===== src/pbfp_pkg.sv =====
// pbfp_pkg: types and constants shared by the protobuf field parser.
// Holds the transfer structs, the decoder state struct and the phase enum.
// No dependencies.
package pbfp_pkg;

    // Result kinds
    localparam logic [2:0] KIND_VARINT  = 3'd0;
    localparam logic [2:0] KIND_PAYLOAD = 3'd1;
    localparam logic [2:0] KIND_EMPTY   = 3'd2;
    localparam logic [2:0] KIND_FIXED32 = 3'd3;
    localparam logic [2:0] KIND_FIXED64 = 3'd4;
    localparam logic [2:0] KIND_ERROR   = 3'd5;

    // Error codes
    localparam logic [1:0] ERR_NONE     = 2'd0;
    localparam logic [1:0] ERR_LENGTH   = 2'd1;
    localparam logic [1:0] ERR_VARINT   = 2'd2;
    localparam logic [1:0] ERR_WIRE     = 2'd3;

    // Wire types
    localparam logic [2:0] WIRE_VARINT  = 3'd0;
    localparam logic [2:0] WIRE_FIXED64 = 3'd1;
    localparam logic [2:0] WIRE_LEN     = 3'd2;
    localparam logic [2:0] WIRE_FIXED32 = 3'd5;

    // Byte index of the tenth varint byte; continuing past it is an error
    localparam logic [3:0]  VARINT_LAST_IDX = 4'd9;
    localparam logic [31:0] FIXED32_BYTES   = 32'd4;
    localparam logic [31:0] FIXED64_BYTES   = 32'd8;

    typedef enum logic [2:0] {
        PH_TAG     = 3'd0,
        PH_VARINT  = 3'd1,
        PH_LEN     = 3'd2,
        PH_PAYLOAD = 3'd3,
        PH_SKIP    = 3'd4,
        PH_DRAIN   = 3'd5
    } pbfp_phase_t;

    typedef struct packed {
        logic [7:0] data_byte;
        logic       last;
    } pbfp_item_t;

    typedef struct packed {
        logic [2:0]  kind;
        logic [31:0] field_number;
        logic [63:0] value;
        logic [7:0]  payload_byte;
        logic        field_end;
        logic [1:0]  error_code;
        logic        message_end;
    } pbfp_result_t;

    typedef struct packed {
        pbfp_phase_t phase;
        logic [63:0] accumulator;
        logic [3:0]  byte_idx;        // varint byte index, shift is 7 * byte_idx
        logic [31:0] current_field;
        logic [2:0]  current_wire;
        logic [31:0] bytes_remaining;
        logic [31:0] declared_length;
    } pbfp_state_t;

endpackage


===== src/pbfp_decoder.sv =====
// pbfp_decoder: combinational next-state and result logic for one message byte.
// Depends on pbfp_pkg for the state, item and result types.
module pbfp_decoder
    import pbfp_pkg::*;
(
    input  pbfp_state_t  state,
    input  pbfp_item_t   item,
    output pbfp_state_t  state_next,
    output logic         res_valid,
    output pbfp_result_t res
);

    logic [6:0]  shift;
    logic [63:0] acc_new;
    logic        cont;
    logic        too_long;
    logic        fail_en;
    logic [1:0]  fail_code;
    logic        done_en;
    logic [2:0]  done_kind;
    logic [63:0] done_val;
    logic [7:0]  done_pb;
    logic [31:0] rem_dec;

    // Varint byte merge: 7 payload bits at 7 * byte_idx
    always_comb
    begin
        shift    = ({3'b000, state.byte_idx} << 3) - {3'b000, state.byte_idx};
        acc_new  = state.accumulator | ({57'd0, item.data_byte[6:0]} << shift[5:0]);
        cont     = item.data_byte[7];
        too_long = cont && (state.byte_idx == VARINT_LAST_IDX);
        rem_dec  = (state.bytes_remaining != 32'd0) ? state.bytes_remaining - 32'd1
                                                    : state.bytes_remaining;
    end

    // Phase decode
    always_comb
    begin
        state_next = state;
        res_valid  = 1'b0;
        res        = '0;
        fail_en    = 1'b0;
        fail_code  = ERR_NONE;
        done_en    = 1'b0;
        done_kind  = KIND_VARINT;
        done_val   = 64'd0;
        done_pb    = 8'd0;

        case (state.phase)
            PH_TAG, PH_VARINT, PH_LEN:
            begin
                state_next.accumulator = acc_new;
                state_next.byte_idx    = state.byte_idx + 4'd1;
                if (too_long)
                begin
                    fail_en   = 1'b1;
                    fail_code = ERR_VARINT;
                end
                else if (cont)
                begin
                    if (item.last)
                    begin
                        fail_en   = 1'b1;
                        fail_code = ERR_LENGTH;
                    end
                end
                else if (state.phase == PH_TAG)
                begin
                    state_next.current_field = acc_new[34:3];
                    state_next.current_wire  = acc_new[2:0];
                    state_next.accumulator   = 64'd0;
                    state_next.byte_idx      = 4'd0;
                    case (acc_new[2:0])
                        WIRE_VARINT:  state_next.phase = PH_VARINT;
                        WIRE_LEN:     state_next.phase = PH_LEN;
                        WIRE_FIXED32:
                        begin
                            state_next.phase           = PH_SKIP;
                            state_next.bytes_remaining = FIXED32_BYTES;
                        end
                        WIRE_FIXED64:
                        begin
                            state_next.phase           = PH_SKIP;
                            state_next.bytes_remaining = FIXED64_BYTES;
                        end
                        default:
                        begin
                            fail_en   = 1'b1;
                            fail_code = ERR_WIRE;
                        end
                    endcase
                    if (!fail_en && item.last)
                    begin
                        fail_en   = 1'b1;
                        fail_code = ERR_LENGTH;
                    end
                end
                else if (state.phase == PH_VARINT)
                begin
                    done_en   = 1'b1;
                    done_kind = KIND_VARINT;
                    done_val  = acc_new;
                end
                else
                begin
                    // Length prefix complete
                    if (acc_new[63:32] != 32'd0)
                    begin
                        fail_en   = 1'b1;
                        fail_code = ERR_LENGTH;
                    end
                    else if (acc_new[31:0] == 32'd0)
                    begin
                        state_next.declared_length = 32'd0;
                        done_en   = 1'b1;
                        done_kind = KIND_EMPTY;
                    end
                    else if (item.last)
                    begin
                        state_next.declared_length = acc_new[31:0];
                        fail_en   = 1'b1;
                        fail_code = ERR_LENGTH;
                    end
                    else
                    begin
                        state_next.declared_length = acc_new[31:0];
                        state_next.bytes_remaining = acc_new[31:0];
                        state_next.accumulator     = 64'd0;
                        state_next.byte_idx        = 4'd0;
                        state_next.phase           = PH_PAYLOAD;
                    end
                end
            end

            PH_PAYLOAD:
            begin
                state_next.bytes_remaining = rem_dec;
                if (rem_dec == 32'd0)
                begin
                    done_en   = 1'b1;
                    done_kind = KIND_PAYLOAD;
                    done_val  = {32'd0, state.declared_length};
                    done_pb   = item.data_byte;
                end
                else if (item.last)
                begin
                    fail_en   = 1'b1;
                    fail_code = ERR_LENGTH;
                end
                else
                begin
                    res_valid        = 1'b1;
                    res.kind         = KIND_PAYLOAD;
                    res.field_number = state.current_field;
                    res.value        = {32'd0, state.declared_length};
                    res.payload_byte = item.data_byte;
                end
            end

            PH_SKIP:
            begin
                state_next.bytes_remaining = rem_dec;
                if (rem_dec == 32'd0)
                begin
                    done_en   = 1'b1;
                    done_kind = (state.current_wire == WIRE_FIXED32) ? KIND_FIXED32
                                                                     : KIND_FIXED64;
                end
                else if (item.last)
                begin
                    fail_en   = 1'b1;
                    fail_code = ERR_LENGTH;
                end
            end

            PH_DRAIN:
            begin
                if (item.last)
                begin
                    state_next.phase       = PH_TAG;
                    state_next.accumulator = 64'd0;
                    state_next.byte_idx    = 4'd0;
                end
            end

            default:
            begin
                state_next.phase = PH_TAG;
            end
        endcase

        // Field complete: report and go back to tag
        if (done_en)
        begin
            state_next.accumulator = 64'd0;
            state_next.byte_idx    = 4'd0;
            state_next.phase       = PH_TAG;
            res_valid        = 1'b1;
            res.kind         = done_kind;
            res.field_number = state_next.current_field;
            res.value        = done_val;
            res.payload_byte = done_pb;
            res.field_end    = 1'b1;
            res.message_end  = item.last;
        end

        // Fault: report, then drain to end of message
        if (fail_en)
        begin
            state_next.accumulator     = 64'd0;
            state_next.byte_idx        = 4'd0;
            state_next.bytes_remaining = 32'd0;
            state_next.phase           = item.last ? PH_TAG : PH_DRAIN;
            res_valid        = 1'b1;
            res              = '0;
            res.kind         = KIND_ERROR;
            res.error_code   = fail_code;
            res.message_end  = 1'b1;
        end
    end

endmodule


===== src/protobuf_field_parser.sv =====
// protobuf_field_parser: streaming protobuf wire-format field decoder, top level.
// Depends on pbfp_pkg and pbfp_decoder.
//
// Usage:
//   item channel (item_valid/item_ready/item) carries one message byte per transfer,
//   with item.last set on the final byte of the message.
//   result channel (result_valid/result_ready/result) carries at most one result
//   per input byte: varint fields, each payload byte of a length field, empty length
//   fields, skipped fixed32/fixed64 fields, or an error.
//   A result is registered and appears on result the cycle after its byte is taken.
//   Throughput: one byte per cycle while results are taken; the decoder updates in a
//   single pass from the byte and the state register into the result register.
//   item_ready stays high while the result register is empty or being taken, so a
//   new byte enters in the same cycle a waiting result leaves.
//   When the receiver stalls, the result register holds and item_ready drops.
//   After an error, bytes are dropped up to and including the next last byte; a
//   consumer discards payload already passed for that message.
//   Reset (rst_n low) empties the result register and returns to expecting a tag.
module protobuf_field_parser
    import pbfp_pkg::*;
(
    input  logic         clk,
    input  logic         rst_n,
    input  logic         item_valid,
    output logic         item_ready,
    input  pbfp_item_t   item,
    output logic         result_valid,
    input  logic         result_ready,
    output pbfp_result_t result
);

    pbfp_state_t  state_reg;
    pbfp_state_t  state_next;
    logic         result_valid_reg;
    pbfp_result_t result_reg;
    logic         dec_valid;
    pbfp_result_t dec_res;
    logic         accept;

    pbfp_decoder u_decoder (
        .state      (state_reg),
        .item       (item),
        .state_next (state_next),
        .res_valid  (dec_valid),
        .res        (dec_res)
    );

    assign item_ready   = !result_valid_reg || result_ready;
    assign accept       = item_valid && item_ready;
    assign result_valid = result_valid_reg;
    assign result       = result_reg;

    // Decoder state
    always_ff @(posedge clk or negedge rst_n)
    begin
        if (!rst_n)
        begin
            state_reg.phase           <= PH_TAG;
            state_reg.accumulator     <= 64'd0;
            state_reg.byte_idx        <= 4'd0;
            state_reg.current_field   <= 32'd0;
            state_reg.current_wire    <= 3'd0;
            state_reg.bytes_remaining <= 32'd0;
            state_reg.declared_length <= 32'd0;
        end
        else if (accept)
        begin
            state_reg <= state_next;
        end
    end

    // Result register valid
    always_ff @(posedge clk or negedge rst_n)
    begin
        if (!rst_n)
        begin
            result_valid_reg <= 1'b0;
        end
        else if (accept)
        begin
            result_valid_reg <= dec_valid;
        end
        else if (result_ready)
        begin
            result_valid_reg <= 1'b0;
        end
    end

    // Result payload
    always_ff @(posedge clk)
    begin
        if (accept)
        begin
            result_reg <= dec_res;
        end
    end

    // Errors always close the message and never close a field
    a_error_closes: assert property (@(posedge clk) disable iff (!rst_n)
        (result_valid && result.kind == KIND_ERROR) |-> (result.message_end && !result.field_end))
        else $error("error result without message_end or with field_end");

    // A last byte always leaves the decoder expecting a tag
    a_last_to_tag: assert property (@(posedge clk) disable iff (!rst_n)
        (accept && item.last) |=> (state_reg.phase == PH_TAG))
        else $error("decoder not back at tag after last byte");

    // Payload and skip phases always have bytes left to consume
    a_remaining: assert property (@(posedge clk) disable iff (!rst_n)
        (state_reg.phase == PH_PAYLOAD || state_reg.phase == PH_SKIP)
            |-> (state_reg.bytes_remaining != 32'd0))
        else $error("payload or skip phase with no bytes remaining");

    // An accepted byte with a result always presents it next cycle
    a_result_follows: assert property (@(posedge clk) disable iff (!rst_n)
        (accept && dec_valid) |=> result_valid)
        else $error("decoded result lost");

endmodule

===== config.mk =====
export PLATFORM = sky130hd
export DESIGN_NAME = protobuf_field_parser
export DESIGN_NICKNAME = d
export VERILOG_FILES = /design/src/pbfp_pkg.sv /design/src/pbfp_decoder.sv /design/src/protobuf_field_parser.sv
export SDC_FILE = /design/constraint.sdc
export NUM_CORES = 1
export LEC_CHECK = 0
export BUFFER_PORTS_ARGS = -buffer_cell sky130_fd_sc_hd__buf_2
export CAP_MARGIN = 20
export CORE_MARGIN = 3
export CORE_UTILIZATION = 35
export DETAILED_ROUTE_END_ITERATION = 10
export GPL_TIMING_DRIVEN = 0
export SLEW_MARGIN = 20
export SYNTH_ARGS = -nofsm -noshare
export SYNTH_HDL_FRONTEND = slang
export SYNTH_SLANG_ARGS = --single-unit

===== constraint.sdc =====
create_clock -name clk -period 15.3 [get_ports clk]
set_clock_uncertainty 0.15 [all_clocks]
set_input_delay 0 -clock clk [delete_from_list [all_inputs] [get_ports clk]]
set_output_delay 0 -clock clk [all_outputs]
set_load 0.02 [all_outputs]

# Word-level counts from Yosys, hierarchy flattened
# Cells that the tools add are included.
[word_totals]
ff_bits = 282
in_bits = 13
output_inout_bits = 113
elab_cells = 166
[classes]
add_sub_neg = 3
n_eq_ne = 26
shifts = 1
n_mux = 91
bitwise_logic = 6
reduce_logical = 24
[ops]
columns = ["cell", "n"]
rows = [
  ["2-to-1 mux 71 bit", 8],
  ["2-to-1 mux 64 bit", 6],
  ["2-to-1 mux 170 bit", 2],
  ["2-to-1 mux 32 bit", 8],
  ["2-to-1 mux 107 bit", 2],
  ["case mux 68 bit (2 select lines)", 1],
  ["case mux 32 bit (2 select lines)", 2],
  ["case mux 64 bit (2 select lines)", 1],
  ["2-to-1 mux 108 bit", 1],
  ["2-to-1 mux 105 bit", 1],
  ["2-to-1 mux 35 bit", 2],
  ["zero test 32 bit", 2],
  ["OR 64 bit", 1],
  ["nonzero test 32 bit", 2],
  ["<< shifter 7 x 6 -> 64 bit", 1],
  ["2-to-1 mux 1 bit", 33],
  ["subtractor 32 x 1 -> 32 bit, second input constant", 1],
  ["case mux 3 bit (3 select lines)", 3],
  ["2-to-1 mux 3 bit", 8],
  ["!= test 4 x 2 -> 1 bit, second input constant", 6],
  ["!= test 5 x 2 -> 1 bit, second input constant", 4],
  ["2-to-1 mux 2 bit", 8],
  ["2-to-1 mux 8 bit", 2],
  ["equality test 3 bit, second input constant", 4],
  ["29 further kinds", 42],
]

# Longest topological paths before layout
# Gate-level depths: netlist of the first run.
[logic_depth]
depth_word = 19
ltp_mapped = 21

# Modules after synthesis
# A second synthesis of the first run with hierarchy kept.
[hier_totals]
hier_cells = 1812
hier_area_um2 = 17719.5
[by_module_without_submodules]
columns = ["module", "instances", "cells_per_inst", "area_per_inst_um2", "seq_area_each_um2"]
rows = [
  ["protobuf_field_parser", 1, 475, 10055.9, 7612.3],
  ["pbfp_decoder", 1, 1337, 7663.6, 0.0],
]

# Worst setup path after synthesis of the first run
# OpenSTA, ideal clock, no wires.
[synth_path]
path_kind = "register to register"
start = "reg state_reg[100] (netlist name)"
end = "reg state_reg[103] (netlist name)"
setup_ns = 0.079
arrival_ns = 5.336
required_ns = 15.071
setup_slack_ns = 9.735
path_stages_with_launch = 21
n_path_buf = 7
period_less_slack_ns = 5.565
cell_sequence = "dfrtp_1 > clkbuf_1 > inv_1 > ha_1 > buf_2 > mux2i_1 > nor3_1 > or4b_1 > buf_2 > a221oi_2 > nand4_1 > or4_1 > or3_1 > clkbuf_2 > o41a_1 > or3_1 > buf_2 > or2_1 > buf_6 > buf_6 > o21ai_1"
[synth_between]
elab_chain_len = 19
word_cells_on_any_way = 47
cone_classes = "1 x add/sub; 5 x eq/ne; 1 x shift; 30 x mux; 1 x bitwise; 9 x reduce/logical"
[synth_rtl]
columns = ["element", "line_no", "source"]
rows = [
  ["from (decl)", "protobuf_field_parser.sv:32", "pbfp_state_t state_reg;"],
  ["from (signal assigned)", "protobuf_field_parser.sv:68", "state_reg <= state_next;"],
  ["subtractor 6 x 4 -> 6 bit", "pbfp_decoder.sv:28", "shift = ({3'b000, state.byte_idx} << 3) - {3'b000, state.byte_idx};"],
  ["<< shifter 7 x 6 -> 64 bit", "pbfp_decoder.sv:29", "acc_new = state.accumulator | ({57'd0, item.data_byte[6:0]} << shift[5:0]);"],
  ["OR 64 bit", "pbfp_decoder.sv:29", ""],
  ["equality test 3 x 2 -> 1 bit, or another cell as far along", "pbfp_decoder.sv:73", "case (acc_new[2:0])"],
  ["OR reduction 4 bit (no source line)", "-", ""],
  ["2-to-1 mux 1 bit", "pbfp_decoder.sv:73", ""],
  ["2-to-1 mux 1 bit", "pbfp_decoder.sv:67", "else if (state.phase == PH_TAG)"],
  ["2-to-1 mux 1 bit", "pbfp_decoder.sv:59", "else if (cont)"],
  ["[... 3 more ...]", "-", ""],
  ["logical AND 1 bit", "pbfp_decoder.sv:92", "if (!fail_en && item.last)"],
  ["2-to-1 mux 1 bit", "pbfp_decoder.sv:92", ""],
  ["2-to-1 mux 1 bit", "pbfp_decoder.sv:67", ""],
  ["2-to-1 mux 1 bit", "pbfp_decoder.sv:59", ""],
  ["2-to-1 mux 1 bit", "pbfp_decoder.sv:54", "if (too_long)"],
  ["case mux 1 bit (2 select lines)", "pbfp_decoder.sv:49", "case (state.phase)"],
  ["!= test 4 x 2 -> 1 bit (no source line) / nonzero test 4 bit (equally long branches)", "-", ""],
  ["AND reduction 3 bit (no source line)", "-", ""],
]
# Parallel ways exist; a longest one is shown, timed or not. The select of a mux whose other input is x is not followed.
# A chain may end at the register's enable or synchronous reset.

# Worst setup path in the final report of the first run
[layout_path]
start = "reg state_reg[100] (netlist name)"
end = "reg state_reg[19] (netlist name)"
[layout_between]
elab_chain_len = 6
word_cells_on_any_way = 11
cone_classes = "1 x add/sub; 1 x eq/ne; 1 x shift; 1 x mux; 3 x bitwise; 4 x reduce/logical"
[layout_rtl]
columns = ["element", "line_no", "source"]
rows = [
  ["subtractor 6 x 4 -> 6 bit", "pbfp_decoder.sv:28", ""],
  ["<< shifter 7 x 6 -> 64 bit", "pbfp_decoder.sv:29", ""],
  ["OR 64 bit", "pbfp_decoder.sv:29", ""],
  ["nonzero test 32 bit", "pbfp_decoder.sv:107", "if (acc_new[63:32] != 32'd0)"],
  ["inverter 1 bit (no source line)", "-", ""],
  ["AND reduction 7 bit (no source line)", "-", ""],
]
# Parallel ways exist; a longest one is shown, timed or not.

==> results.yml, run 1 <==
global_routing:
  grt_pass1_vias: 13070
  grt_pass1_wl_um: 84720
  overflow: 0
  grt_use_total_pct: 25.04
  antenna_found_initial: 0
  grt_max_degree: 72
cells_and_area:
  drive_above_1_share_pct: 14.74
  antenna_cells: 0
  fillerInstances: 4105
  final_nets: 1729
  area_growth_pct: 17.99
  final-seq-area_mm2: 0.007612
  largest_reg_flops: 170
  multi_input_area_mm2: 0.006715
drt:
  drc_errors: 0
  via_per_inst: 6.042
  postRouteWirelength_um: 57330
  vias: 13710
  drt_pre_antenna_iters: 6
  ant_nets: 0
  wl_per_cell_um: 25.27
  drtIter0Drc: 1662
synthesis:
  synthArstFlopShare_pct: 60.64
  synth.avg_cell_area_um2: 9.638
  synth_top_area_cell: "dfrtp_1"
  synth-warning-count: 0
  synth_area_leaders: "dfrtp_1, edfxtp_1, nand2_1"
  synth_edf_count: 111
  syn-cell-area_mm2: 0.01479
  ys_seq_elements: 282
  synth.yosys.seq_area_share_pct: 51.49
  synthFlopType: "dfrtp_1"
  synthCells: 1534
  synth.top_cell.area_share_pct: 28.94
  synthesis.nets: 1552
  synthDistinctLibCells: 83
clocking:
  cts_inserted_buffers: 34
  clk_latency_ns: 0.54
  cts_num_sinks: 282
  cts_max_level: 2
  cts_tree: "done"
  clk_pin_slew_ns: 0.06
  cts_root_buffer: "clkbuf_16"
  clockBufferDepth: 3
sta:
  period_share_pct: 52.17
  setup_viol: 0
  hold_viol_final: 0
  relSlewSlack_pct: 14.77
  fin_setup_tns_ns: 0
  worst_pin_slew_ns: 1.279
  rsz0062_at_grt: "false"
  period_needed_ns: 7.982
  final_max_slew_viol_count: 0
  max_freq_mhz: 125.3
floorplan:
  rows: 74
  die_w_um: 211.5
  ios: 126
  dieArea_mm2: 0.04475
  die_h_um: 211.5
  initial_utilization_pct: 35.80
  core_area_mm2: 0.04129
setup_path:
  worstPathRequired_ns: 15.51
  r2r_start: "state_reg[100]"
  critPathLaunchType: "flip-flop"
  cp-end-kind: "flip-flop"
  path_class: "flip-flop to flip-flop"
  reg2reg_slack_ns: 7.32
  crit_fanout: 10
  crit_start: "state_reg[100]"
  crit_arrival_ns: 8.19
run_status:
  status: "completed"
placement:
  dp_hpwl_um: 42320
  gp_congestion: 0.9766
  numPortBuffers: 123
flow_run:
  max_cap_viol_count: 0
min_path:
  hold_class: "input port to flip-flop"
  min_from: "item[8]"
==> through the flow <==
stage | util, % | cell area, um^2 | worst slack (ns) | hold slack (ns) | cells
after global placement | 38.91 | 16070 | 7.091 | 0.1380 | 2189
after global routing | 42.25 | 17450 | 7.075 | 0.1691 | 2269
after CTS | 42.25 | 17450 | 7.665 | 0.09583 | 2269
after detailed placement | 39.26 | 16210 | 7.688 | -0.2485 | 2194
after floorplan | - | 14790 | 9.735 | -0.4456 | 1534
final | 42.25 | 17450 | 7.318 | 0.1535 | 2269
==> metal layers <==
metal | share of wire, % | GRT usage, %
met1 | 45 | 36.70
met2 | 42 | 37.12
met3 | 8.2 | 4.283
met4 | 4.1 | 9.561
met5 | 0 | 0
==> cell usage after synthesis (6+ instances only) <==
master and n:
a2111oi_0 7, a211oi_1 9, a21o_1 12, a21oi_1 103, a221oi_1 14, a22o_1 20
a22oi_1 7, a2bb2oi_1 7, a31oi_1 15, and2_1 18, buf_1 6, buf_2 17
clkbuf_1 77, dfrtp_1 171, edfxtp_1 111, inv_1 19, mux2_2 17, mux2i_1 10
nand2_1 185, nand2b_1 15, nand3_1 26, nand3b_1 6, nand4_1 21, nor2_1 131
nor2b_1 42, nor3_1 56, nor4_1 23, o21a_1 30, o21ai_0 133, o21ai_1 13
o31a_1 6, o31ai_1 29, or2_2 15, or3_1 11, or4_1 11, xnor2_1 6
xor2_1 12
==> cells by family after synthesis <==
group / Yosys count / share of synthesized area (%)
flip-flops: 282 / 51.49
adder cells (fa/ha/maj): 5 / 0.4231
multiplexers: 32 / 2.657
XOR/XNOR: 19 / 1.176
buffers and inverters: 122 / 3.351
AND/OR/NAND/NOR: 595 / 19.82
AO/OA/AOI/OAI: 479 / 21.09
==> final cells by class <==
cell class,instances,area share (%)
flip-flops and latches,282,43.63
multi-input cells,1130,38.49
clock buffers,46,5.429
repair buffers,141,4.920
well taps,532,3.816
plain buffers,103,2.431
clock inverters,16,0.8391
inverters,19,0.4375
==> worst max-delay path: stages, from the launching register on <==
cell      delay (ns)
dfrtp_1         0.56
clkbuf_1        0.38
inv_1           0.23
ha_1            0.32
buf_2           0.19
mux2i_1         0.44
o21ai_0         0.34
a221oi_1        1.13
o31a_1          0.27
nand4_1         0.16
or4_1           0.60
or3_1           0.37
clkbuf_2        0.19
or3_1           0.32
clkbuf_1        0.30
nor3_1          0.91
buf_2           0.41
buf_1           0.39
a21oi_1         0.12
==> timing repair <==
item,4_1_cts,5_1_grt
resized for setup,0,0
hold buffers,13,0
endpoints found under the hold margin,182,0
buffers inserted,0,0
==> layout by cell type, fill, tap and decap left out, drive strengths merged, types with 7 or more instances in the layout <==
master,Yosys,routed
nor2b,42,42
buf,25,154
dlygate4sd3,0,12
edfxtp,111,111
nand2b,15,15
nor2,132,132
nand2,185,185
or4,11,11
inv,19,21
a2bb2oi,7,7
a21o,12,12
a211oi,9,9
nor3,57,57
clkbuf,78,124
dfrtp,171,171
a22oi,7,7
o31ai,29,29
a22o,20,20
a221oi,15,15
clkinv,0,10
mux2,18,18
a2111oi,7,7
mux2i,10,10
nand3,26,26
xor2,13,13
and2,18,18
or3,11,11
o21a,30,30
a21oi,103,103
a31oi,15,15
or2,16,16
nand4,21,21
nor4,23,23
o21ai,147,147
==> worst paths after layout <==
path / end / depth (start not counted)
setup / recovery: state_reg[19] / 18
hold reg to reg: state_reg[88] / 2
setup reg to reg: state_reg[19] / 18
min in group asynchronous: state_reg[37] / 4
hold / removal: result[11] / 3
max in group asynchronous: state_reg[163] / 5
Power of run 1 is not shown: default switching activity piles up to over one toggle a cycle in this logic, so the estimate is an artifact.
==> run 2, diff against run 1 <==
- ABC_AREA: default -> 1
- clock period: 15.3 -> 7.2 ns (I/O delays scaled with it)
==> results.yml, run 2 <==
setup_path:
  cp-end-kind: "flip-flop"
  path_class: "flip-flop to flip-flop"
  path_cells: "inv_1 > ha_1 > nand2_1 > nor2_1 > nand4_2 > clkbuf_1 > nand2_1 > nand4_1 > nand3b_1 > nor2_1 > nand2_1 > nand3_1 > inv_1 > clkbuf_1 > nor3_1 > o21ai_0 > dlygate4sd3_1"
  r2r_start: "state_reg[32]"
  worstPathBufferInverterCount: 5
  worstReg2RegEnd: "result_valid"
  worstPathRequired_ns: 7.47
  critPathSlowestCell: "dlygate4sd3_1"
  reg2reg_slack_ns: 1.71
  worst_r2r_path_depth: 17
  crit_fanout: 10
  worst_path_most_repeated_cell: "nand2_1"
  crit_arrival_ns: 5.76
  critPathLaunchType: "flip-flop"
  worst_path_largest_cell_delay_ns: 0.58
  crit_family: "simple AND/OR/NAND/NOR gates"
clocking:
  clockBufferDepth: 3
  cts_num_sinks: 282
  cts_root_buffer: "clkbuf_16"
  cts_inserted_buffers: 34
  clk_pin_slew_ns: 0.06
  clk_latency_ns: 0.55
  cts_max_level: 2
  cts_tree: "done"
drt:
  drt_pre_antenna_iters: 6
  drtIter0Drc: 1356
  postRouteWirelength_um: 53520
  vias: 14770
  via_per_inst: 5.184
  drc_errors: 0
  wl_per_cell_um: 18.78
  ant_nets: 0
floorplan:
  dieArea_mm2: 0.04714
  rows: 76
  initial_utilization_pct: 35.82
  core_area_mm2: 0.04355
  die_w_um: 217.1
  ios: 126
  die_h_um: 217.1
synthesis:
  synthDistinctLibCells: 41
  synth_most_common_cell: "nand2_1"
  ys_seq_elements: 282
  synth_top_area_cell: "dfrtp_1"
  synthArstFlopShare_pct: 60.64
  synthFlopType: "dfrtp_1"
  synth-warning-count: 0
  synth.yosys.seq_area_share_pct: 48.79
  syn-cell-area_mm2: 0.01560
  synthesis.nets: 2082
  synth_area_leaders: "dfrtp_1, edfxtp_1, nand2_1"
  synth_edf_count: 111
  synth.top_cell.area_share_pct: 27.43
  yosys-top-cells-count: "nand2_1, nor2_1, o21ai_0, inv_1, dfrtp_1"
  synth.avg_cell_area_um2: 7.559
  synthCells: 2064
cells_and_area:
  antenna_cells: 0
  layout_common_cells: "nand2_1, nor2_1, o21ai_0"
  multi_input_area_mm2: 0.006744
  final-seq-area_mm2: 0.007612
  drive_above_1_share_pct: 11.84
  final_nets: 2258
  postLayoutCoreUtil_pct: 42.16
  fillerInstances: 4513
  area_growth_pct: 17.70
  largest_reg_flops: 170
  final_common_cell: "nand2_1"
min_path:
  min_to: "state_reg[139]"
  hold_class: "input port to flip-flop"
  min_from: "item[8]"
  whs_path_depth: 5
run_status:
  status: "completed"
sta:
  final_max_slew_viol_count: 0
  rsz0062_at_grt: "false"
  hold-worst-slack_ns: 0.09695
  max_freq_mhz: 182.2
  setup_viol: 0
  period_needed_ns: 5.488
  hold_viol_final: 0
  relSlewSlack_pct: 44.34
  period_share_pct: 76.23
  fin_setup_tns_ns: 0
  worst_pin_slew_ns: 0.8319
global_routing:
  grt_max_degree: 93
  grt_use_total_pct: 22.60
  overflow: 0
  grt_pass1_wl_um: 82820
  grt_pass1_vias: 14260
  antenna_found_initial: 0
placement:
  dp_hpwl_um: 40010
  gp_congestion: 0.9840
  numPortBuffers: 124
flow_run:
  max_cap_viol_count: 0
-- run 2: cell count changes after synthesis, sizes merged, moves of 27 or more --
cell   delta
a21oi    -81
buf      +27
inv     +176
nand4    +32
nor3     -52
nor2b    -42
nor2     +93
o21ai    +80
o21a     -29
nand3   +101
nand2   +495
-- run 2: cells by family after synthesis --
| group | synth area share, % |
|---|---|
| xor+xnor | 1.628 |
| compound gates | 12.11 |
| simple gates | 29.09 |
| buf+inv | 7.980 |
| flops | 48.79 |
| fa+ha+maj | 0.4010 |
-- run 2: timing repair --
item,in CTS,in global routing
hold buffers,13,0
resized for setup,0,0
endpoints found under the hold margin,183,0
setup buffers,0,0
-- run 2: worst register-to-register path, stage by stage, from the launching register on --
cell and delay [ns]:
dfrtp_1 0.45, inv_1 0.21, ha_1 0.31, nand2_1 0.16, nor2_1 0.29, nand4_2 0.35, clkbuf_1 0.40, nand2_1 0.19
nand4_1 0.12, nand3b_1 0.19, nor2_1 0.22, nand2_1 0.19, nand3_1 0.45, inv_1 0.25, clkbuf_1 0.30, nor3_1 0.42
o21ai_0 0.13, dlygate4sd3_1 0.58
-- run 2: final cells by class --
class	instances	area share [%]
timing repair buffer	140	4.606
clock buffer	41	4.892
buffer	112	2.739
multi-input combinational	1472	36.73
inverter	198	4.061
clock inverter	19	1.533
tap	585	3.986
sequential	282	41.46
-- run 2: per-stage QoR --
stage,instance area (um^2),std cells,worst slack [ns]
2_1_floorplan,15600,2064,2.204
3_3_place_gp,16950,2773,0.4120
3_5_place_dp,17040,2776,2.026
4_1_cts,18360,2849,1.767
5_1_grt,18360,2849,1.366
6_report,18360,2849,1.712
-- run 2: metal layers --
metal  track usage (%)  part of all wire [%]  vias up
met5                 0                     0        -
met4             6.719                   2.8        0
met3             4.314                   6.5       78
met2             37.12                    47      476
met1             30.46                    44     7137
li1                  -                     -     7079
-- run 2: worst max-delay path by stage --
stage	end	from	cells after the start
2_1_floorplan	result[0]	result_valid	5
3_3_place_gp	state_reg[90]	result_valid	6
3_5_place_dp	result[108]	state_reg[99]	29
4_1_cts	result_valid	state_reg[32]	17
5_1_grt	result_valid	state_reg[99]	27
6_report	result_valid	state_reg[32]	17
Power of run 2 is left out for the same reason.
